<file path="src/rtl/cps_pkg.sv">
// Shared types and constants for the closest-point-on-segment pipeline.
// No dependencies; every other file in rtl/ uses it by scoped names.
`timescale 1ns / 1ps

package cps_pkg;

  localparam int LAT_W  = 28;             // latitude coordinate width
  localparam int LNG_W  = 29;             // longitude coordinate width
  localparam int DLAT_W = LAT_W + 1;      // latitude difference width
  localparam int DLNG_W = LNG_W + 1;      // longitude difference width
  localparam int NUM_W  = 2 * DLNG_W + 1; // signed dot product AP.AB
  localparam int DEN_W  = 2 * DLNG_W;     // unsigned AB.AB
  localparam int QW     = DLNG_W;         // quotient bits, covers any |AB| component
  localparam int HALF_W = DEN_W / 2;      // split of num for the partial products
  localparam int PW     = DEN_W + QW;     // num * |diff|
  localparam int QS_W   = QW + 2;         // signed quotient plus coordinate headroom

  typedef enum logic [1:0] {
    WHERE_INTERIOR = 2'd0,
    WHERE_CLAMP_A  = 2'd1,
    WHERE_CLAMP_B  = 2'd2,
    WHERE_DEGEN    = 2'd3
  } where_e;

  // Values that ride along with a request through the pipeline.
  typedef struct packed {
    logic signed [LAT_W-1:0] a_lat;
    logic signed [LNG_W-1:0] a_lng;
    logic signed [LAT_W-1:0] b_lat;
    logic signed [LNG_W-1:0] b_lng;
    where_e                  where;
    logic [DEN_W-1:0]        den;
  } cps_ctx_t;

  // Per-coordinate state of the restoring divider.
  typedef struct packed {
    logic [DEN_W-1:0] rem;
    logic [QW-1:0]    dvd;
    logic [QW-1:0]    quo;
    logic             neg;
  } cps_lane_t;

endpackage

</file>
<file path="src/rtl/cps_div_stage.sv">
// One restoring division step for both coordinate lanes, registered.
// Depends on cps_pkg.
`timescale 1ns / 1ps

module cps_div_stage (
  input  logic               clk_i,
  input  logic               rst_ni,
  input  logic               valid_i,
  input  cps_pkg::cps_ctx_t  ctx_i,
  input  cps_pkg::cps_lane_t lat_i,
  input  cps_pkg::cps_lane_t lng_i,
  output logic               valid_o,
  output cps_pkg::cps_ctx_t  ctx_o,
  output cps_pkg::cps_lane_t lat_o,
  output cps_pkg::cps_lane_t lng_o
);

  localparam int DEN_W = cps_pkg::DEN_W;
  localparam int QW    = cps_pkg::QW;

  logic               valid_q;
  cps_pkg::cps_ctx_t  ctx_q;
  cps_pkg::cps_lane_t lat_q, lat_d, lng_q, lng_d;

  function automatic cps_pkg::cps_lane_t step(cps_pkg::cps_lane_t l,
                                              logic [DEN_W-1:0] den);
    logic [DEN_W:0]     ext;
    logic [DEN_W:0]     dif;
    logic               ge;
    cps_pkg::cps_lane_t n;
    ext   = {l.rem, l.dvd[QW-1]};
    dif   = ext - {1'b0, den};
    ge    = (ext >= {1'b0, den});
    n.rem = ge ? dif[DEN_W-1:0] : ext[DEN_W-1:0];
    n.dvd = {l.dvd[QW-2:0], 1'b0};
    n.quo = {l.quo[QW-2:0], ge};
    n.neg = l.neg;
    return n;
  endfunction

  assign lat_d = step(lat_i, ctx_i.den);
  assign lng_d = step(lng_i, ctx_i.den);

  always_ff @(posedge clk_i or negedge rst_ni) begin
    if (!rst_ni) begin
      valid_q <= 1'b0;
    end else begin
      valid_q <= valid_i;
    end
  end

  always_ff @(posedge clk_i) begin
    ctx_q <= ctx_i;
    lat_q <= lat_d;
    lng_q <= lng_d;
  end

  assign valid_o = valid_q;
  assign ctx_o   = ctx_q;
  assign lat_o   = lat_q;
  assign lng_o   = lng_q;

endmodule

</file>
<file path="config.mk">
export PLATFORM = sky130hd
export DESIGN_NAME = cps_div_stage
export DESIGN_NICKNAME = d
export VERILOG_FILES = /design/src/rtl/cps_pkg.sv /design/src/rtl/cps_div_stage.sv
export SDC_FILE = /design/constraint.sdc
export NUM_CORES = 1
export LEC_CHECK = 0
export BUFFER_PORTS_ARGS = -buffer_cell sky130_fd_sc_hd__buf_2
export CORE_AREA = 10 10 314 316
export CTS_BUF_LIST = sky130_fd_sc_hd__clkbuf_4 sky130_fd_sc_hd__clkbuf_8
export DETAILED_ROUTE_END_ITERATION = 10
export DIE_AREA = 0 0 324 326
export PLACE_DENSITY_LB_ADDON = 0.12
export SLEW_MARGIN = 40
export SYNTH_ARGS = -nofsm -noshare
export SYNTH_HDL_FRONTEND = slang
export SYNTH_SLANG_ARGS = --single-unit
</file>
<file path="constraint.sdc">
create_clock -name clk_i -period 0.9 [get_ports clk_i]
set_input_delay 0.135 -clock clk_i [delete_from_list [all_inputs] [get_ports clk_i]]
set_output_delay 0.135 -clock clk_i [all_outputs]
set_load 0.01 [all_outputs]
</file>
After elaboration in Yosys (flattened, before gate mapping)
Cells that the tools add are included.

cells by class
  magnitude comparators = 2
  add/sub/neg operators = 2
  mux-type cells = 2

operator list
  operator                                          number
  61-bit by 60-bit >= comparator with 1-bit output  2
  60-bit two-way mux                                2
  60-bit subtractor                                 2

storage, ports and cells
  input port bits = 421
  register bits = 417

Depth between registers and ports, before layout
  depth in word-level cells = 2
  depth in mapped cells = 16
  mapped depth without buffers = 13

Worst setup path before layout
Ideal clock, no wire load.

  kind = in2reg
  start point = input ctx_i[12] (netlist name)
  end point = register lng_q (netlist bit lng_o[97])
  stages = 12
  setup slack = -1.969 ns
  required time = 0.772 ns
  library setup time = 0.128 ns
  path buffers = 0
  arrival = 2.742 ns
  cells stage by stage = inv_1 -> ha_1 -> and4_4 -> a31o_1 -> a221o_1 -> a21o_1 -> a211o_1 -> a221o_1 -> and2_1 -> a31oi_1 -> xor2_1 -> o21ai_1

RTL lines
  what                  RTL line             text
  start, declared       cps_div_stage.sv:9   input cps_pkg::cps_ctx_t ctx_i,
  end signal, assigned  cps_div_stage.sv:55  lng_q <= lng_d;
  end, declared         cps_div_stage.sv:23  cps_pkg::cps_lane_t lat_q, lat_d, lng_q, lng_d;

==> metrics.txt <==
slew at the pin closest to its max-slew limit 614 ps; DR vias 21,600; largest net degree at the start of global routing 21; worst hold stages 1; Hold WC Path Type primary input to flip-flop; IR drop worst, VDD 0.000985 V; TritonCTS clock tree done; sequential element share of the synthesized area 48.8%; failing checks hold timing, setup timing; combinational share of power 33.9%; IO Pins 840; vias in the first global route 23,600; Top FF cell, synth dfxtp_1; Seq cells post-synth 417; crit end category flip-flop; IO Port Bufs 835; Final nets 4,328; cell count after placement 4,308; Peak Freq 0.389 GHz; Worst Hold Path EP ctx_o[13]; Die Height 326 um; synth-to-layout area growth 135%; Slew Viols, Final 0; crit path kind primary input to flip-flop; asr flop ratio synth 0.240%; global route overflow 0; Synth Cell Area 0.0171 mm2; drt total wl 117,000 um; min Tclk post-route 2570 ps; Post-Synthesis Cells 1,797; share of the synthesized area in the top cell type 48.7%; LEAKAGE 18.6 nW; Internal 0.0453 W; Post-DP HPWL 88,100 um; Final Hold Fails 17; crit path DAT 3160 ps; root buffer cell clkbuf_8; period utilisation layout 286%; max cap viols 0; sw frac 31.2%; Antenna Nets Post-Route 0; post-synth cell types 80; Synth top cells by count 416 x dfxtp_1, 169 x a21oi_1, 145 x nand2_1; HP Start ctx_i[13]; count leader, synth dfxtp_1; Rel. slew slack 58.7%; num rows 112; clock power share 33.0%; initial core utilization 18.5%; CORE AREA 0.0925 mm2; clock slew seen by the registers of the worst setup and hold paths 60 ps; Overall Global Routing Usage 20.7%; Non-Filler Instances 5,064; Max Root-Sink Buffers 3; RSZ-0062 raised after global routing yes; Num Clock Sinks 417; Yosys warning count 0; placed standard-cell area 0.0272 mm2; WHS -458 ps; CTS Buf Count 78; Startpoint Class primary input; CTS HTree Levels 3; Wirelength per Cell 23.0 um; Crit Path Max Fanout 7; sequential fraction of design power 33.2%; Vias per Instance 4.26; initial DRC count 771; worst setup margin -1670 ps; DR DRC count 0; gpl congestion 0.934; die width 324 um; EDFF count, synth 0; Syn Area/Cell 9.52 um2; Power Dens Cells 1640 mW/mm2; Yosys top cell by area dfxtp_1; DRT Pass-1 Iters 5; Setup Viol. Count Final 539; die area 0.106 mm2; global-route wire length before repair 161,000 um; main area contributors after synthesis dfxtp_1 49%, ha_1 8.8%, a21oi_1 4.9%, xnor2_1 3.3%, a21o_1 3.2%; Worst Path Required 1490 ps; outcome finished with violations; layout cells sized above 1 60.5%; P_sw 0.0206 W; Layout fillers 8,828; Final Instance Area 0.0403 mm2; antenna violations before repair 42
-- power by group through the flow --
stage / registers, W / logic [W] / clock network [W]
3_5_place_dp: 0.0215 / 0.0156 / 0
5_1_grt: 0.0220 / 0.0238 / 0.0233
2_1_floorplan: 0.0222 / 0.00589 / 0
4_1_cts: 0.0217 / 0.0212 / 0.0223
6_report: 0.0218 / 0.0223 / 0.0217
3_3_place_gp: 0.0215 / 0.0157 / 0
-- cell type report --
cell class	instances	area (um2)	share of cell area, %
Clock buffer	115	1470	3.65
Inverter	93	439	1.09
Timing Repair Buffer	1987	17200	42.6
Sequential cell	417	8820	21.9
Tap cell	1197	1500	3.72
Antenna cell	20	50.0	0.124
Clock inverter	27	343	0.851
Multi-Input combinational cell	1208	10500	26.1
-- flip-flops by register name (all words and copies together), names as in the netlist --
signal / flops
lng_o: 120
ctx_o: 176
lat_o: 120
valid_o: 1
-- critical path, cell delays in order --
cell and delay [ps]:
buf_8 110, inv_8 40, ha_4 190, nor2b_4 120, o31a_1 320, o311a_4 360, o31ai_4 400, o22ai_4 180
a41oi_4 220, o31a_2 200, o21ai_4 70, buf_12 180, buf_12 130, buf_16 150, mux2_4 300
-- worst max-delay path by stage --
stage / startpoint / endpoint / slack (ps) / cells after the start
5_1_grt: ctx_i[1] / lat_o[71] / -1650 / 17
2_1_floorplan: lat_i[61] / lat_o[108] / -1840 / 12
6_report: ctx_i[1] / lat_o[68] / -1670 / 15
4_1_cts: ctx_i[1] / lat_o[90] / -1570 / 15
3_3_place_gp: ctx_i[3] / lat_o[105] / -2810 / 17
3_5_place_dp: ctx_i[3] / lat_o[105] / -2740 / 17
-- cell usage in the layout, fill, tap and decap left out, types with 74 or more instances in the layout --
cell type	count
a21oi_1	117
buf_6	376
nand2_1	91
clkbuf_8	97
dfxtp_1	76
ha_1	74
dfxtp_2	322
a21o_1	74
dlygate4sd3_1	532
buf_4	552
buf_2	476
-- repair_timing --
item / in CTS / in global routing
setup buffers: 42 / 20
gates resized for setup: 1002 / 386
hold buffers: 500 / 34
endpoints found under the hold margin: 416 / 50
setup endpoints to repair: 539 / 539
gates cloned: 15 / 3
pin swaps: 109 / 58
-- layer usage --
| layer | part of all wire (%) | routed length [um] | vias to the layer above | global-route usage, % |
|---|---|---|---|---|
| met4 | 5.1 | 5930 | 12 | 10.5 |
| met2 | 53 | 61300 | 737 | 38.6 |
| li1 | - | - | 10300 | - |
| met5 | 0.077 | 90 | - | 0 |
| met1 | 36 | 42200 | 10300 | 21.2 |
| met3 | 6.0 | 7050 | 246 | 4.64 |
-- logic make-up (layout without fill, tap and decap cells) --
family / Yosys count / count (layout) / synth area share (%)
other: 1 / 22 / 0.0219
adders and majority gates: 122 / 122 / 9.01
DFF: 417 / 417 / 48.8
AOI/OAI and AO/OA: 512 / 512 / 18.7
muxes: 25 / 25 / 1.67
and+or+nand+nor: 436 / 437 / 12.0
buffers and inverters: 174 / 2222 / 4.13
xor gates and xnor gates: 110 / 110 / 5.63
-- through the flow --
stage	worst slack, ps	power (W)	hold WS (ps)	util, %	TNS (ps)
final	-1670	0.0659	-458	43.5	-329720
after detailed placement	-2740	0.0370	-89.1	29.5	-292490
after global routing	-1650	0.0690	-534	43.5	-366220
after floorplan	-1840	0.0281	-161	-	-191650
after global placement	-2810	0.0372	-90.0	29.5	-293050
after CTS	-1570	0.0652	-577	41.6	-371440
No activity file was read; power rests on OpenSTA's default activity.
