===== src/rtl/cps_pkg.sv =====
// Shared types and constants for the closest-point-on-segment pipeline.
// No dependencies; every other file in rtl/ uses it by scoped names.
`timescale 1ns / 1ps

package cps_pkg;

  localparam int LAT_W  = 28;             // latitude coordinate width
  localparam int LNG_W  = 29;             // longitude coordinate width
  localparam int DLAT_W = LAT_W + 1;      // latitude difference width
  localparam int DLNG_W = LNG_W + 1;      // longitude difference width
  localparam int NUM_W  = 2 * DLNG_W + 1; // signed dot product AP.AB
  localparam int DEN_W  = 2 * DLNG_W;     // unsigned AB.AB
  localparam int QW     = DLNG_W;         // quotient bits, covers any |AB| component
  localparam int HALF_W = DEN_W / 2;      // split of num for the partial products
  localparam int PW     = DEN_W + QW;     // num * |diff|
  localparam int QS_W   = QW + 2;         // signed quotient plus coordinate headroom

  typedef enum logic [1:0] {
    WHERE_INTERIOR = 2'd0,
    WHERE_CLAMP_A  = 2'd1,
    WHERE_CLAMP_B  = 2'd2,
    WHERE_DEGEN    = 2'd3
  } where_e;

  // Values that ride along with a request through the pipeline.
  typedef struct packed {
    logic signed [LAT_W-1:0] a_lat;
    logic signed [LNG_W-1:0] a_lng;
    logic signed [LAT_W-1:0] b_lat;
    logic signed [LNG_W-1:0] b_lng;
    where_e                  where;
    logic [DEN_W-1:0]        den;
  } cps_ctx_t;

  // Per-coordinate state of the restoring divider.
  typedef struct packed {
    logic [DEN_W-1:0] rem;
    logic [QW-1:0]    dvd;
    logic [QW-1:0]    quo;
    logic             neg;
  } cps_lane_t;

endpackage


===== src/rtl/cps_back.sv =====
// Back end: signed quotient, round half away from zero, endpoint selection.
// Two register stages; depends on cps_pkg.
`timescale 1ns / 1ps

module cps_back (
  input  logic                             clk_i,
  input  logic                             rst_ni,
  input  logic                             valid_i,
  input  cps_pkg::cps_ctx_t                ctx_i,
  input  cps_pkg::cps_lane_t               lat_i,
  input  cps_pkg::cps_lane_t               lng_i,
  output logic                             valid_o,
  output logic signed [cps_pkg::LAT_W-1:0] near_lat_o,
  output logic signed [cps_pkg::LNG_W-1:0] near_lng_o,
  output logic [1:0]                       where_code_o
);

  localparam int LAT_W = cps_pkg::LAT_W;
  localparam int LNG_W = cps_pkg::LNG_W;
  localparam int DEN_W = cps_pkg::DEN_W;
  localparam int QS_W  = cps_pkg::QS_W;

  logic                    v1_q, v2_q;
  cps_pkg::cps_ctx_t       c1_q;
  logic signed [QS_W-1:0]  qlat_q, qlng_q, qlat_d, qlng_d;
  logic [DEN_W-1:0]        rlat_q, rlng_q, rlat_d, rlng_d;
  logic signed [LAT_W-1:0] lat_q, lat_d;
  logic signed [LNG_W-1:0] lng_q, lng_d;
  logic [1:0]              where_q;

  // Floor quotient and its nonnegative remainder for a negative direction.
  function automatic logic signed [QS_W-1:0] sq(cps_pkg::cps_lane_t l);
    logic signed [QS_W-1:0] m;
    m = $signed(QS_W'(l.quo));
    if (!l.neg) begin
      return m;
    end else if (l.rem == '0) begin
      return -m;
    end else begin
      return -m - QS_W'(1);
    end
  endfunction

  function automatic logic [DEN_W-1:0] sr(cps_pkg::cps_lane_t l,
                                          logic [DEN_W-1:0] den);
    if (l.neg && (l.rem != '0)) begin
      return den - l.rem;
    end else begin
      return l.rem;
    end
  endfunction

  function automatic logic signed [QS_W-1:0] rnd(logic signed [QS_W-1:0] a,
                                                 logic signed [QS_W-1:0] q,
                                                 logic [DEN_W-1:0] r,
                                                 logic [DEN_W-1:0] den);
    logic signed [QS_W-1:0] v;
    logic                   up;
    v  = a + q;
    up = ({r, 1'b0} > {1'b0, den}) || (({r, 1'b0} == {1'b0, den}) && !v[QS_W-1]);
    return v + QS_W'(up);
  endfunction

  always_comb begin
    qlat_d = sq(lat_i);
    qlng_d = sq(lng_i);
    rlat_d = sr(lat_i, ctx_i.den);
    rlng_d = sr(lng_i, ctx_i.den);
    unique case (c1_q.where)
      cps_pkg::WHERE_INTERIOR: begin
        lat_d = LAT_W'(rnd(QS_W'(c1_q.a_lat), qlat_q, rlat_q, c1_q.den));
        lng_d = LNG_W'(rnd(QS_W'(c1_q.a_lng), qlng_q, rlng_q, c1_q.den));
      end
      cps_pkg::WHERE_CLAMP_B: begin
        lat_d = c1_q.b_lat;
        lng_d = c1_q.b_lng;
      end
      default: begin
        lat_d = c1_q.a_lat;
        lng_d = c1_q.a_lng;
      end
    endcase
  end

  always_ff @(posedge clk_i or negedge rst_ni) begin
    if (!rst_ni) begin
      v1_q <= 1'b0;
      v2_q <= 1'b0;
    end else begin
      v1_q <= valid_i;
      v2_q <= v1_q;
    end
  end

  always_ff @(posedge clk_i) begin
    c1_q    <= ctx_i;
    qlat_q  <= qlat_d;
    qlng_q  <= qlng_d;
    rlat_q  <= rlat_d;
    rlng_q  <= rlng_d;
    lat_q   <= lat_d;
    lng_q   <= lng_d;
    where_q <= c1_q.where;
  end

  assign valid_o      = v2_q;
  assign near_lat_o   = lat_q;
  assign near_lng_o   = lng_q;
  assign where_code_o = where_q;

endmodule

===== config.mk =====
export PLATFORM = sky130hd
export DESIGN_NAME = cps_back
export DESIGN_NICKNAME = d
export VERILOG_FILES = /design/src/rtl/cps_pkg.sv /design/src/rtl/cps_back.sv
export SDC_FILE = /design/constraint.sdc
export NUM_CORES = 1
export LEC_CHECK = 0
export ABC_AREA = 1
export BUFFER_PORTS_ARGS = -buffer_cell sky130_fd_sc_hd__buf_4
export CAP_MARGIN = 20
export CELL_PAD_IN_SITES_DETAIL_PLACEMENT = 2
export CELL_PAD_IN_SITES_GLOBAL_PLACEMENT = 2
export CORE_AREA = 3 3 346 348
export DETAILED_ROUTE_END_ITERATION = 8
export DIE_AREA = 0 0 349 351
export MAX_ROUTING_LAYER = met4
export PLACE_DENSITY_LB_ADDON = 0.25
export SYNTH_ARGS = -nofsm -noshare
export SYNTH_HDL_FRONTEND = slang
export SYNTH_SLANG_ARGS = --single-unit

===== constraint.sdc =====
create_clock -name clk_i -period 3.4 [get_ports clk_i]
set_input_delay 0.51 -clock clk_i [delete_from_list [all_inputs] [get_ports clk_i]]
set_output_delay 0.51 -clock clk_i [all_outputs]
set_load 0.02 [all_outputs]

# Word level (Yosys, flattened, before mapping)
# Cells that the tools add are included.
[totals]
regBits = 421
input_bits = 421
out_inout_bits = 60
wordCells = 53
[classes]
addsub = 10
n_lt_le_gt_ge = 2
n_eq_ne = 3
muxes = 8
reduce_logical = 13
[op_table]
columns = ["cell", "count"]
rows = [
  ["61-bit by 60-bit equality test with 1-bit output", 2],
  ["61-bit by 60-bit > comparator with 1-bit output", 2],
  ["60-bit logical NOT", 2],
  ["60-bit 2-to-1 mux", 2],
  ["60-bit nonzero test", 2],
  ["60-bit subtractor", 2],
  ["32-bit 2-to-1 mux", 2],
  ["30-bit negator with 32-bit output", 2],
  ["32-bit by 2-bit subtractor with 32-bit output (second input constant)", 2],
  ["30-bit 2-to-1 mux", 2],
  ["29-bit case mux with 2 select lines", 1],
  ["28-bit case mux with 2 select lines", 1],
  ["28-bit by 32-bit adder with 32-bit output", 1],
  ["29-bit by 32-bit adder with 32-bit output", 1],
  ["29-bit by 1-bit adder with 29-bit output", 1],
  ["28-bit by 1-bit adder with 28-bit output", 1],
  ["1-bit logical AND", 4],
  ["2-bit equality test (second input constant)", 1],
  ["1-bit logical NOT", 2],
  ["2-bit logical NOT", 1],
  ["1-bit logical OR", 2],
]

# Logic depth before layout (Yosys ltp)
# Gate-level depths: netlist (run 1).
[logic_depth]
ltp_word = 6
mapped_depth = 30
ltp_nobuf = 30

# Worst setup path before layout (run 1)
# No wires, ideal clock.
[synth_timing]
path_type = "flip-flop to flip-flop"
start = "register c1_q[125] (netlist bit)"
end = "register lng_q[22] (netlist: near_lng_o[22])"
setup_time_ns = 0.113
arrival_ns = 3.322
setup_slack_ns = -0.035
stages_incl_launch_ff = 31
path_buffers = 0
cell_sequence = "dfxtp_1 -> ha_1 -> nand2_1 -> inv_1 -> nand2_1 -> nand2_1 -> nand2_1 -> nand3_1 -> nand2_1 -> nand2_1 -> nand2_1 -> nand2_1 -> nand4_1 -> nand2_1 -> xor2_1 -> a21oi_1 -> ha_1 -> ha_1 -> inv_1 -> nor2_2 -> nand3_2 -> nor2_1 -> nand2_2 -> nor2_2 -> nand4_2 -> nor2_2 -> nand2_2 -> nor2_2 -> nand3_1 -> nand3_1 -> nand2_1"
[synth_between]
elab_chain_cells = 6
[synth_lines]
columns = ["item", "line_no", "rtl"]
rows = [
  ["start: declaration", "cps_back.sv:24", "cps_pkg::cps_ctx_t c1_q;"],
  ["start signal: assignment", "cps_back.sv:96", "c1_q <= ctx_i;"],
  ["29-bit by 32-bit adder with 32-bit output (*)", "cps_back.sv:59", "v = a + q;"],
  ["1-bit logical NOT", "cps_back.sv:60", "up = ({r, 1'b0} > {1'b0, den}) || (({r, 1'b0} == {1'b0, den}) && !v[QS_W-1]);"],
  ["1-bit logical AND", "cps_back.sv:60", ""],
  ["1-bit logical OR", "cps_back.sv:60", ""],
  ["29-bit by 1-bit adder with 29-bit output (*)", "cps_back.sv:61", "return v + QS_W'(up);"],
  ["29-bit case mux with 2 select lines (*)", "cps_back.sv:69", "unique case (c1_q.where)"],
  ["via lng_d[22]", "cps_back.sv:28", "logic signed [LNG_W-1:0] lng_q, lng_d;"],
  ["end signal: assignment", "cps_back.sv:102", "lng_q <= lng_d;"],
  ["end: declaration", "cps_back.sv:28", ""],
]
# Mark *: on every way through the listed nets, which the timed path passes. The rest lies on a longest branch.
# A chain may end at the register's enable or synchronous reset.

# Final worst setup path (run 1)
[layout_timing]
start = "register c1_q[165] (netlist bit)"
end = "register lat_q[19] (netlist: near_lat_o[19])"
[layout_between]
elab_chain_cells = 6
[layout_lines]
columns = ["item", "line_no", "rtl"]
rows = [
  ["28-bit by 32-bit adder with 32-bit output (*)", "cps_back.sv:59", ""],
  ["1-bit logical NOT", "cps_back.sv:60", ""],
  ["1-bit logical AND", "cps_back.sv:60", ""],
  ["1-bit logical OR", "cps_back.sv:60", ""],
  ["28-bit by 1-bit adder with 28-bit output (*)", "cps_back.sv:61", ""],
  ["28-bit case mux with 2 select lines (*)", "cps_back.sv:69", ""],
  ["via lat_d[19]", "cps_back.sv:27", "logic signed [LAT_W-1:0] lat_q, lat_d;"],
  ["end signal: assignment", "cps_back.sv:101", "lat_q <= lat_d;"],
  ["end: declaration", "cps_back.sv:27", ""],
]
# Marked as above.

==> flow_summary.toml, run 1 <==
[power]
leakagePower_uw = 0.02286
ir_drop_mv = 0.3689
power.total_uw = 20010
p_clk_share_pct = 31.2
power.internal_uw = 11830
seq_power_share_pct = 28.9
combPwrFrac_pct = 39.9
power.density_mw_per_mm2 = 430.5
sw_frac_of_total_pct = 40.84
p_sw_uw = 8171

[placed_design]
dp.cells = 7458
port_buffers = 420
gp_congestion = 0.9654
post-dp-hpwl_um = 155700

[global_route]
grt_max_degree = 68
gr-total-overflow = 0
grt_pass1_wl_um = 293500
antenna_found_initial = 32
grt_usage_pct = 32.99
grt_pass1_vias = 44540

[synthesis]
synthAdderAreaFrac_pct = 11.92
synth_top_family_by_area = "simple AND/OR/NAND/NOR gates"
synthSimpleGateAreaFrac_pct = 35.52
syn_inst = 5189
synth_edf_count = 0
synth_mux_area_share_pct = 0
synth_seq_cells = 421
ys_seq_area_share_pct = 25.81
synthXorXnorAreaFrac_pct = 3.923
synth_nets = 5919
ys_warn_count = 0
ys_types = 63
synth_compound_area_share_pct = 12.49
synth_area_per_cell_um2 = 6.299
synth_area_mm2 = 0.03269
synthArstFlopShare_pct = 0.4751
ys.flop_type = "dfxtp_1"

[finish]
fillers = 13750
regArea_mm2 = 0.008523
finalNonFillerCells = 7802
final_nets = 6938
final_common_cell = "nand2_1"
final_cell_mix = "1358 x nand2_1, 877 x buf_4, 789 x inv_1"
syn_to_final_growth_pct = 42.16
multi_input_area_mm2 = 0.02287
drive_gt1_share_pct = 24.30

[clocking]
cts-buffers-inserted = 51
clockRootBuffer = "clkbuf_16"
clockBufferDepth = 3
htreeDepth = 2
path_clk_slew_ns = 0.08
tritoncts = "yes"
insertion_delay_ns = 0.65
clock-sinks = 421

[setup_path]
arrival_ns = 5.04
cp_max_fo = 4
startpoint = "c1_q[165]"
worstPathRequired_ns = 3.88
worstSetupPathType = "flip-flop to flip-flop"
cp-end-kind = "flip-flop"
cp-start-kind = "flip-flop"
reg2reg_from = "c1_q[165]"

[route]
antenna_left = 0
drt-initial-drc-count = 2572
route.detailed.drc = 0
wire_per_inst_um = 28.00
vias = 41460
viasPerCell = 5.315
first_pass_iters = 5
routed_wl_um = 218500

[floorplanning]
std_cell_rows = 125
io_pins = 481
core_mm2 = 0.1165
die_w_um = 349
dieArea_mm2 = 0.1225
initial_utilization_pct = 28.05
dieHeight_um = 351

[worst_hold_path]
worstHoldStart = "ctx_i[31]"
hold_path.class = "input pin to flip-flop"

[sta]
layout_setup_ws_ns = -1.163
fin_crit_ns = 4.563
fin_skew_ns = 0.03094
rsz0062_at_grt = "yes"
tightest_slew_ns = 1.013
finalSetupViolations = 54
finalHoldViolations = 0
slew_viol_final = 0
fmax_ghz = 0.2191
period_share_pct = 134.2
relSlewSlack_pct = 31.73

[run]
max_cap_viol_count = 0

[run_status]
violations = "setup timing"
status = "finished, violations left"
what timing repair did:
| item | CTS | global route |
|---|---|---|
| endpoints found under the setup margin | 55 | 58 |
| hold buffers | 112 | 0 |
| gates resized for setup | 217 | 278 |
| pin swaps | 86 | 120 |
| hold endpoints to repair | 113 | 0 |
| setup buffers | 83 | 40 |
logic make-up (layout without fill, tap and decap cells):
kind of cell,Yosys count,after routing
fa+ha+maj,309,309
other cells,0,34
simple gates,2679,2679
buf+inv,896,1951
flops,421,421
xor+xnor,140,140
compound gates,744,744
worst max-delay path: stages, from the launching register on:
cell and delay (ns):
dfxtp_2 0.48, ha_4 0.26, nand2_1 0.10, inv_1 0.09
nand2_1 0.11, a21oi_1 0.10, nor2_2 0.25, nand3_4 0.12
a21oi_4 0.24, o21ai_2 0.11, xor2_2 0.24, nand2_1 0.11
nand2_2 0.15, ha_4 0.19, nand2_4 0.07, nor2_4 0.14
nand3_2 0.11, nor2_4 0.12, nand2_2 0.09, nor2_4 0.15
nand3_4 0.10, nor2_4 0.22, buf_6 0.16, a21oi_2 0.06
o211ai_1 0.59
per-stage QoR:
stage	setup WS, ns	cell area, um^2	utilization [%]	hold slack (ns)	setup TNS, ns
3_3_place_gp	-1.209	40520	34.77	0.2922	-32.32
4_1_cts	-0.4375	45040	38.65	0.0003308	-13.89
5_1_grt	-1.265	46450	39.87	0.008877	-40.46
2_1_floorplan	0.01051	32750	-	0.2144	0
3_5_place_dp	-1.308	40520	34.77	0.2945	-37.96
6_report	-1.163	46470	39.88	0.02037	-34.50
cell type report:
class,count,share of cell area [%]
diodes,34,0.1831
inverters,840,6.818
repair buffers,1022,17.46
clock buffers,60,2.973
multi-input cells,3872,49.22
well taps,1524,4.104
flip-flops and latches,421,18.34
clock inverters,29,0.8993
cell usage after synthesis, types with 37 or more instances:
| master | instances | area share (%) |
|---|---|---|
| nand3_1 | 347 | 5.3 |
| inv_1 | 824 | 9.5 |
| ha_1 | 305 | 12 |
| nand2_1 | 1437 | 17 |
| a21oi_1 | 284 | 4.3 |
| nand4_1 | 123 | 2.4 |
| xnor2_1 | 56 | 1.5 |
| o21ai_0 | 313 | 4.8 |
| nor3_1 | 46 | 0.70 |
| nor2_2 | 39 | 0.75 |
| xor2_1 | 78 | 2.1 |
| nand2_2 | 37 | 0.71 |
| clkbuf_1 | 42 | 0.48 |
| nor2_1 | 533 | 6.1 |
| dfxtp_1 | 419 | 26 |
per-layer routing:
metal / wire [um] / track usage, %
met4: 17250 / 19.07
met1: 86960 / 37.73
met3: 11320 / 4.502
met5: 0 / -
met2: 102900 / 55.36
registers in the layout (all words and copies together) (netlist names):
| name | flops |
|---|---|
| where_code_o | 2 |
| qlat_q | 32 |
| near_lng_o | 29 |
| valid_o | 1 |
| qlng_q | 32 |
| rlat_q | 60 |
| near_lat_o | 28 |
| rlng_q | 60 |
| c1_q | 176 |
| v1_q | 1 |
power groups by stage:
stage	sequential (uW)	combinational (uW)	clock [uW]
final	5790	7970	6240
after detailed placement	5760	6500	0
after CTS	5690	7040	6110
after floorplan	5740	3280	0
after global routing	5800	8470	6460
after global placement	5750	6280	0
worst paths after layout:
kind	slack [ns]	cells after the start	to
hold / removal	0.02	1	c1_q[31]
min in group asynchronous	0.21	2	v1_q
hold reg to reg	0.36	0	valid_o
max in group asynchronous	3.11	2	valid_o
setup / recovery	-1.16	24	near_lat_o[19]
setup reg to reg	-1.16	24	near_lat_o[19]
Note: power is estimated with default switching activity, not from simulation.
==> run 2: changes to the inputs <==
--- a/config.mk
+++ b/config.mk
@@ -10,9 +10,9 @@
 export CAP_MARGIN = 20
 export CELL_PAD_IN_SITES_DETAIL_PLACEMENT = 2
 export CELL_PAD_IN_SITES_GLOBAL_PLACEMENT = 2
-export CORE_AREA = 3 3 346 348
+export CORE_AREA = 3 3 329 331
 export DETAILED_ROUTE_END_ITERATION = 8
-export DIE_AREA = 0 0 349 351
+export DIE_AREA = 0 0 332 334
 export MAX_ROUTING_LAYER = met4
 export PLACE_DENSITY_LB_ADDON = 0.25
 export SYNTH_ARGS = -nofsm -noshare
==> constraint.sdc (replaced) <==
create_clock -name clk_i -period 4.95 [get_ports clk_i]
set_input_delay 0.7425 -clock clk_i [delete_from_list [all_inputs] [get_ports clk_i]]
set_output_delay 0.7425 -clock clk_i [all_outputs]
set_load 0.02 [all_outputs]
==> flow_summary.toml, run 2 (same netlist as run 1, synthesis figures left out) <==
[floorplanning]
die_w_um = 332
std_cell_rows = 119
dieArea_mm2 = 0.1109
io_pins = 481
initial_utilization_pct = 31.01
core_mm2 = 0.1054
dieHeight_um = 334

[placed_design]
gp_congestion = 0.9336
post-dp-hpwl_um = 136400
port_buffers = 420

[finish]
drive_gt1_share_pct = 12.23
syn_to_final_growth_pct = 20.59
fillers = 13030
final_nets = 6358
reg.largest.list = "c1_q x176, rlat_q x60, rlng_q x60"
largest_reg_flops = 176
regMostFlops = "c1_q"
final_common_cell = "nand2_1"
final_util_pct = 37.39
final_cell_mix = "1437 x nand2_1, 821 x inv_1, 525 x nor2_1"

[sta]
tightest_slew_ns = 0.9788
slew_viol_final = 0
relSlewSlack_pct = 34.06
fmax_ghz = 0.2185
finalSetupViolations = 0
fin_hold_ws_ns = 0.2083
fin_skew_ns = 0.02850
period_share_pct = 92.46
finalHoldViolations = 0
fin_crit_ns = 4.577

[global_route]
grt_max_degree = 55
grt_pass1_wl_um = 236600
grt_pass1_vias = 38980
antenna_found_initial = 11
gr-total-overflow = 0
grt_usage_pct = 28.59

[setup_path]
worstPathRequired_ns = 5.52
slowest_stage = "ha_1"
arrival_ns = 5.15
cp-start-kind = "flip-flop"
worstSetupPathType = "flip-flop to flip-flop"
reg2reg_from = "c1_q[128]"
cp-end-kind = "flip-flop"
cp_slowest_stage_delay_ns = 0.38
reg2reg_to = "near_lng_o[18]"
cp_max_fo = 6
critPathMostFrequentCell = "nand2_1"
r2r_cells = 30
reg2reg_slack_ns = 0.37

[power]
leakagePower_uw = 0.01977
power.density_mw_per_mm2 = 297.9
ir_drop_mv = 0.2508

[clocking]
tritoncts = "yes"
cts-buffers-inserted = 52
htreeDepth = 2
clock-sinks = 421
insertion_delay_ns = 0.63
clockRootBuffer = "clkbuf_16"
clockBufferDepth = 3
path_clk_slew_ns = 0.06

[worst_hold_path]
worstHoldStart = "ctx_i[82]"
min_to = "c1_q[82]"
holdPathStages = 1
hold_path.class = "input pin to flip-flop"

[route]
vias = 36360
viasPerCell = 5.148
routed_wl_um = 158500
wire_per_inst_um = 22.44
route.detailed.drc = 0
first_pass_iters = 5
drt-initial-drc-count = 2084
antenna_left = 0

[run_status]
status = "finished, final reports clean"

[run]
max_cap_viol_count = 0
## run 2: repair_timing
item                                   in CTS  in global routing
resized for setup                           0                 15
endpoints found under the hold margin       2                  0
hold buffers                                1                  0
buffers inserted                            0                  1
setup endpoints to repair                   0                 15
## run 2: area by class of cell
class	count	area, um^2	share of cell area (%)
Antenna cell	8	20.02	0.05079
Clock buffer	74	1536	3.898
Clock inverter	17	225.2	0.5714
Inverter	840	3153	7.999
Multi-Input combinational cell	3872	20950	53.15
Sequential cell	421	8439	21.41
Tap cell	1391	1740	4.415
Timing Repair Buffer	441	3351	8.501
## run 2: power by group
part,switching [uW],total (uW),internal [uW]
clock network,1610,3970,2360
logic,2620,3910,1290
registers,148,3860,3710
## run 2: metrics by stage
stage / total power [uW] / instances / setup slack, ns / cell area [um^2] / TNS [ns]
2_1_floorplan: 6188 / 5189 / 1.515 / 32690 / 0
3_5_place_dp: 7782 / 6963 / 0.1331 / 37560 / 0
4_1_cts: 11830 / 7055 / 0.1223 / 39330 / 0
6_report: 11740 / 7064 / 0.3734 / 39420 / 0
5_1_grt: 12470 / 7063 / -0.01599 / 39410 / -0.03175
3_3_place_gp: 7618 / 6963 / 0.4289 / 37560 / 0
## run 2: worst max-delay path by stage
| stage | depth (start not counted) | to | slack, ns | startpoint |
|---|---|---|---|---|
| 6_report | 30 | near_lng_o[18] | 0.37 | c1_q[128] |
| 5_1_grt | 30 | near_lng_o[18] | -0.02 | c1_q[128] |
| 4_1_cts | 30 | near_lng_o[22] | 0.12 | c1_q[129] |
| 3_5_place_dp | 29 | near_lng_o[18] | 0.13 | c1_q[129] |
| 3_3_place_gp | 29 | near_lng_o[18] | 0.43 | c1_q[128] |
| 2_1_floorplan | 30 | near_lng_o[22] | 1.51 | c1_q[125] |
## run 2: per-layer routing
metal | track usage (%) | up-vias | share of wire, %
met5 | - | - | 0
met4 | 9.357 | 0 | 3.6
met3 | 4.346 | 223 | 5.1
met2 | 46.88 | 751 | 46
met1 | 36.04 | 17760 | 45
li1 | - | 17630 | -
## run 2: critical path, delay by kind of cell, from the launching register on
kind            cells  cell delay [ns]
simple gates       22             2.72
flops               1             0.35
compound gates      1             0.18
fa+ha+maj           3             0.81
buf+inv             3             0.30
xor+xnor            1             0.16
